==> src/design/mvsm_ram.sv <==
// Generic single-port RAM with registered read.
module mvsm_ram #(
   parameter int WIDTH = 16,
   parameter int DEPTH = 256
) (
   input  logic                     clock,
   input  logic                     we,
   input  logic [$clog2(DEPTH)-1:0] addr,
   input  logic [WIDTH-1:0]         wdata,
   output logic [WIDTH-1:0]         rdata
);
   logic [WIDTH-1:0] mem [DEPTH];
   always_ff @(posedge clock) begin
      if (we) mem[addr] <= wdata;
      rdata <= mem[addr];
   end
endmodule

==> config.mk <==
export PLATFORM = sky130hd
export DESIGN_NAME = mvsm_ram
export DESIGN_NICKNAME = d
export VERILOG_FILES = /design/src/design/mvsm_ram.sv
export SDC_FILE = /design/constraint.sdc
export NUM_CORES = 2
export LEC_CHECK = 0
export BUFFER_PORTS_ARGS = -buffer_cell sky130_fd_sc_hd__buf_2
export CAP_MARGIN = 20
export CORE_MARGIN = 2
export CORE_UTILIZATION = 60
export DETAILED_ROUTE_END_ITERATION = 16
export HOLD_SLACK_MARGIN = 0.02
export PLACE_DENSITY = 0.76
export SETUP_SLACK_MARGIN = 0.3
export SLEW_MARGIN = 20
export SYNTH_ARGS = -nofsm -noshare
export SYNTH_HDL_FRONTEND = slang
export SYNTH_SLANG_ARGS = --single-unit
==> constraint.sdc <==
create_clock -name clock -period 4.7 [get_ports clock]
set_input_delay 1.41 -clock clock [delete_from_list [all_inputs] [get_ports clock]]
set_output_delay 1.41 -clock clock [all_outputs]
set_load 0.01 [all_outputs]
==> results.md <==
Clock network:
- The count of H-tree levels built during CTS is 5.
- The maximum clock insertion buffer count is 4.
- The CTS sink count is roughly 4000.
- Once the clock tree was built, the resizer swapped 0 gates to a different size.
- Buffers inserted to repair hold after CTS numbered 0.
- After clock tree synthesis, the clock-pin slew on the worst setup and hold paths is roughly 0.060 ns.
- Counting the buffers created by CTS gives around 410.
- Buffers added to address setup during post-CTS repair amount to 0.
- The clock root buffer master is sky130_fd_sc_hd__clkbuf_16.
- The clock network latency to the later pin of the worst-skew pair is approximately 1.0 ns.
- TritonCTS built the clock tree.

Synth:
- Counting every net in the synthesized netlist gives slightly below 7000.
- The async set-reset flop share out of synthesis is 0%.
- The total number of yosys warnings is 0.
- By area the synthesized netlist is led by sky130_fd_sc_hd__edfxtp_1 79%, sky130_fd_sc_hd__mux4_2 15%, sky130_fd_sc_hd__a22oi_1 2.5%, sky130_fd_sc_hd__a21oi_1 0.82%, sky130_fd_sc_hd__clkbuf_1 0.60%.
- The number of synthesized flops with an enable pin is a little over 4000.
- The most common cell in the netlist is sky130_fd_sc_hd__edfxtp_1.
- Of the post-synthesis cell area, the dominant cell type holds 79.15%.
- After synthesis the cells add up to 155400 µm².
- The share of synthesized area occupied by flip-flops and latches is about four fifths.
- The number of different library cells used by synthesis comes to 22.
- The commonest cells after synthesis are 4096 x sky130_fd_sc_hd__edfxtp_1, 1024 x sky130_fd_sc_hd__mux4_2, 512 x sky130_fd_sc_hd__a22oi_1.
- Synthesis inferred ~4000 register bits.
- The cell type contributing the most total cell area after synthesis is sky130_fd_sc_hd__edfxtp_1.
- The most instantiated flip-flop cell in the synthesis netlist is sky130_fd_sc_hd__edfxtp_1.
- The average instance area after synthesis is about 23 µm².
- Synthesis handed over a netlist of approximately 6700 instances.

Timing:
- The final critical path takes up a little over nine tenths of the cycle.
- The worst path needs between 4 and 5 ns of the cycle, external delays included.
- The highest achievable clock rate is around 0.22 GHz.
- The number of max-slew violations in the final report is 0.
- The worst pin sits at a relative slew slack of 15.99%.
- Clock skew on the completed layout was measured at 0.08612 ns.
- The final count of negative-setup-slack endpoints is 0.
- At the pin with the least slew margin, the transition time is 1.244 ns.
- The final hold violation count was 0.
- Setup repair after global routing left no endpoint under its margin.

Die:
- Once the floorplan was initialized, standard cells occupied 60.43% of the core.
- The floorplan row count is around 190.
- The die height is roughly 510 µm.
- The floorplan step defined a die boundary enclosing about 260000 µm².
- From left edge to right edge, the die measures a little over 500 µm.
- The number of ports placed on the die boundary is 42.
- The core area is ~260000 µm².

Min path:
- The path with the worst hold slack has its endpoint at mem[36][7]$_DFFE_PP_.
- Counting instances, the worst hold path has a depth of 1.
- The startpoint of the lowest-slack hold path is wdata[7].
- The min-delay analysis places its worst path in the category input port to register.

Global route:
- The number of antenna violations at the first check in global routing is 23.
- The via count of the first global-routing pass was approximately 80000.
- Global routing consumed, over all layers together, approximately a third of the routing resources.
- The first-pass GRT wire length is between 500000 and 600000 µm.
- The largest net degree at the start of global routing is 139.
- The total global routing overflow is 0.

Job:
- The total of max-cap violations is 0.

Drt:
- The wire length per cell is approximately 37 µm.
- The final route contains between 70000 and 80000 vias.
- After detailed routing, the number of vias per cell comes to 7.105.
- The number of detailed-routing iterations run before antenna repair is 8.
- The violation count after the first detailed-routing iteration is between 10000 and 15000.
- The number of DRC violations after detailed routing is 0.
- The number of antenna-violating nets in the routed design is 0.
- The total routed wirelength is approximately 400000 µm.

Setup path:
- The type of the worst setup path is input port to register.
- Data on the critical path is required at its endpoint by 5.47 ns.
- The worst register-to-register path begins at mem[43][3]$_DFFE_PP_.
- The largest single stage delay on the critical path is approximately 1.1 ns.
- The number of cell instances on the worst register-to-register path is 6.
- The worst-case register-to-register setup slack is approximately 0.96 ns.
- For the worst setup path, the data arrival time is about 5.3 ns.
- The category of the worst setup path launch point is an input port.
- The largest individual stage delay along the critical path comes from the cell sky130_fd_sc_hd__o41ai_1.
- The worst setup path is captured at a register.
- In this run the worst path has a maximum fanout of 36.
- The endpoint of the lowest-slack register-to-register path is rdata[3]$_DFF_P_.
- Traced cell by cell, the critical path runs through buf_12 -> buf_12 -> buf_12 -> mux4_2 -> a22oi_1 -> a21oi_1 -> o41ai_1 -> buf_4 -> nand4_1.
- The critical path's most frequent cell is sky130_fd_sc_hd__buf_12.

Layout:
- For this run, the post-layout net count is about 7500.
- The finished layout holds 11177 standard cells, fillers aside.
- The filler cell count is between 10000 and 15000.
- The post-synthesis to final-layout area growth is 14.47%.
- The area of the multi-input gates is approximately 31000 µm².
- The sequential standard cell area is approximately 120000 µm².
- The post-layout utilization of the core is 69.17%.
- The share of final-layout standard cells stronger than drive strength 1 is a little under a third.

Pwr:
- The peak supply drop is roughly 0.46 mV.
- For this design the static power due to leakage is 55.65 nW.
- The power per cell area is 429.7 nW/µm².

Placed design:
- Counting tap cells, the placed design contains a total of approximately 10000 instances.
- The congestion estimate from routability-driven global placement came to around 0.87.
- In this run the tool buffered the top-level ports with 41 buffer cells.
- Detailed placement ended at an HPWL of 231700 µm.

Outcome:
- The flow ran to the end, and the final reports show no timing, DRC or antenna violations.
-- per-layer routing --
layer	up-vias	GRT usage [%]	wire length (µm)
met4	12	14.01	20810
li1	30479	-	-
met5	-	0	85
met3	986	7.628	53720
met1	41245	42.22	136600
met2	6689	49.57	200200
-- stage by stage --
stage	TNS (ns)	setup slack (ns)	hold WS, ns	power (mW)	area [µm²]
4_1_cts	0	0.4324	0.8511	76.53	177800
6_report	0	0.2106	0.7933	76.43	177900
2_1_floorplan	0	0.5918	0.8191	42.97	155400
3_3_place_gp	-3.485	-0.8913	1.036	44.74	164600
3_5_place_dp	-1.926	-0.6531	1.018	44.84	164700
5_1_grt	0	0.3850	0.7793	78.00	177900
-- critical path, delay by kind of cell --
family                 cells  cell delay (ns)
and+or+nand+nor            1             0.32
muxes                      1             0.60
AOI/OAI and AO/OA          3             1.57
buffers and inverters      4             1.24
-- kinds of logic after synthesis --
group	share of synthesized area [%]
buffers and inverters	1.238
multiplexers	14.84
flip-flops	79.36
AND/OR/NAND/NOR	0.9074
AO/OA/AOI/OAI	3.659
-- cell type report --
type / count / area share [%]
Tap cell: 3384 / 2.380
Multi-Input combinational cell: 2194 / 17.19
Clock buffer: 497 / 6.036
Antenna cell: 24 / 0.03376
Clock inverter: 237 / 1.334
Timing Repair Buffer: 728 / 3.697
Inverter: 1 / 0.002110
Sequential cell: 4112 / 69.33
-- cell usage in the layout (no fill, tap or decap), types with 2 or more instances in the layout --
master and n:
sky130_fd_sc_hd__clkinv_1 87, sky130_fd_sc_hd__nand2b_1 4, sky130_fd_sc_hd__mux4_2 1024, sky130_fd_sc_hd__a21oi_1 256
sky130_fd_sc_hd__edfxtp_1 4096, sky130_fd_sc_hd__clkbuf_8 13, sky130_fd_sc_hd__buf_16 2, sky130_fd_sc_hd__nand3_1 8
sky130_fd_sc_hd__a22oi_1 512, sky130_fd_sc_hd__nand2b_4 2, sky130_fd_sc_hd__nor2_1 218, sky130_fd_sc_hd__clkinvlp_4 13
sky130_fd_sc_hd__buf_4 606, sky130_fd_sc_hd__nand4_1 16, sky130_fd_sc_hd__clkbuf_16 411, sky130_fd_sc_hd__clkbuf_1 73
sky130_fd_sc_hd__dfxtp_1 16, sky130_fd_sc_hd__clkinv_8 3, sky130_fd_sc_hd__buf_8 17, sky130_fd_sc_hd__clkinv_4 3
sky130_fd_sc_hd__nor2b_1 3, sky130_fd_sc_hd__o41ai_2 21, sky130_fd_sc_hd__bufinv_16 46, sky130_fd_sc_hd__nor2b_2 2
sky130_fd_sc_hd__nand3_2 5, sky130_fd_sc_hd__inv_6 6, sky130_fd_sc_hd__clkinv_2 76, sky130_fd_sc_hd__nor3_2 30
sky130_fd_sc_hd__diode_2 24, sky130_fd_sc_hd__o41ai_1 43, sky130_fd_sc_hd__and2_1 2, sky130_fd_sc_hd__inv_16 3
sky130_fd_sc_hd__nor2_2 13, sky130_fd_sc_hd__buf_12 80, sky130_fd_sc_hd__nand2_1 27, sky130_fd_sc_hd__buf_2 23
sky130_fd_sc_hd__nor2b_4 2
-- state kept, by name (all words and copies together) (netlist names) --
register,flops
mem,4096
rdata,16
-- report_power, final --
part	internal [mW]	switching (mW)	leakage [nW]	total, mW
combinational	1.30	2.36	12.3	3.66
sequential	40.4	0.0850	36.9	40.5
clock	18.7	13.6	6.42	32.3
-- worst max-delay path by stage --
stage,from,to,slack (ns),cells past startpoint
2_1_floorplan,addr[0],mem[145][0]$_DFFE_PP_,0.59,7
3_3_place_gp,addr[0],rdata[6]$_DFF_P_,-0.89,8
3_5_place_dp,addr[0],rdata[3]$_DFF_P_,-0.65,9
4_1_cts,addr[0],rdata[3]$_DFF_P_,0.43,9
5_1_grt,addr[0],rdata[3]$_DFF_P_,0.39,9
6_report,addr[0],rdata[3]$_DFF_P_,0.21,9
(Power assumes the default switching activity.)
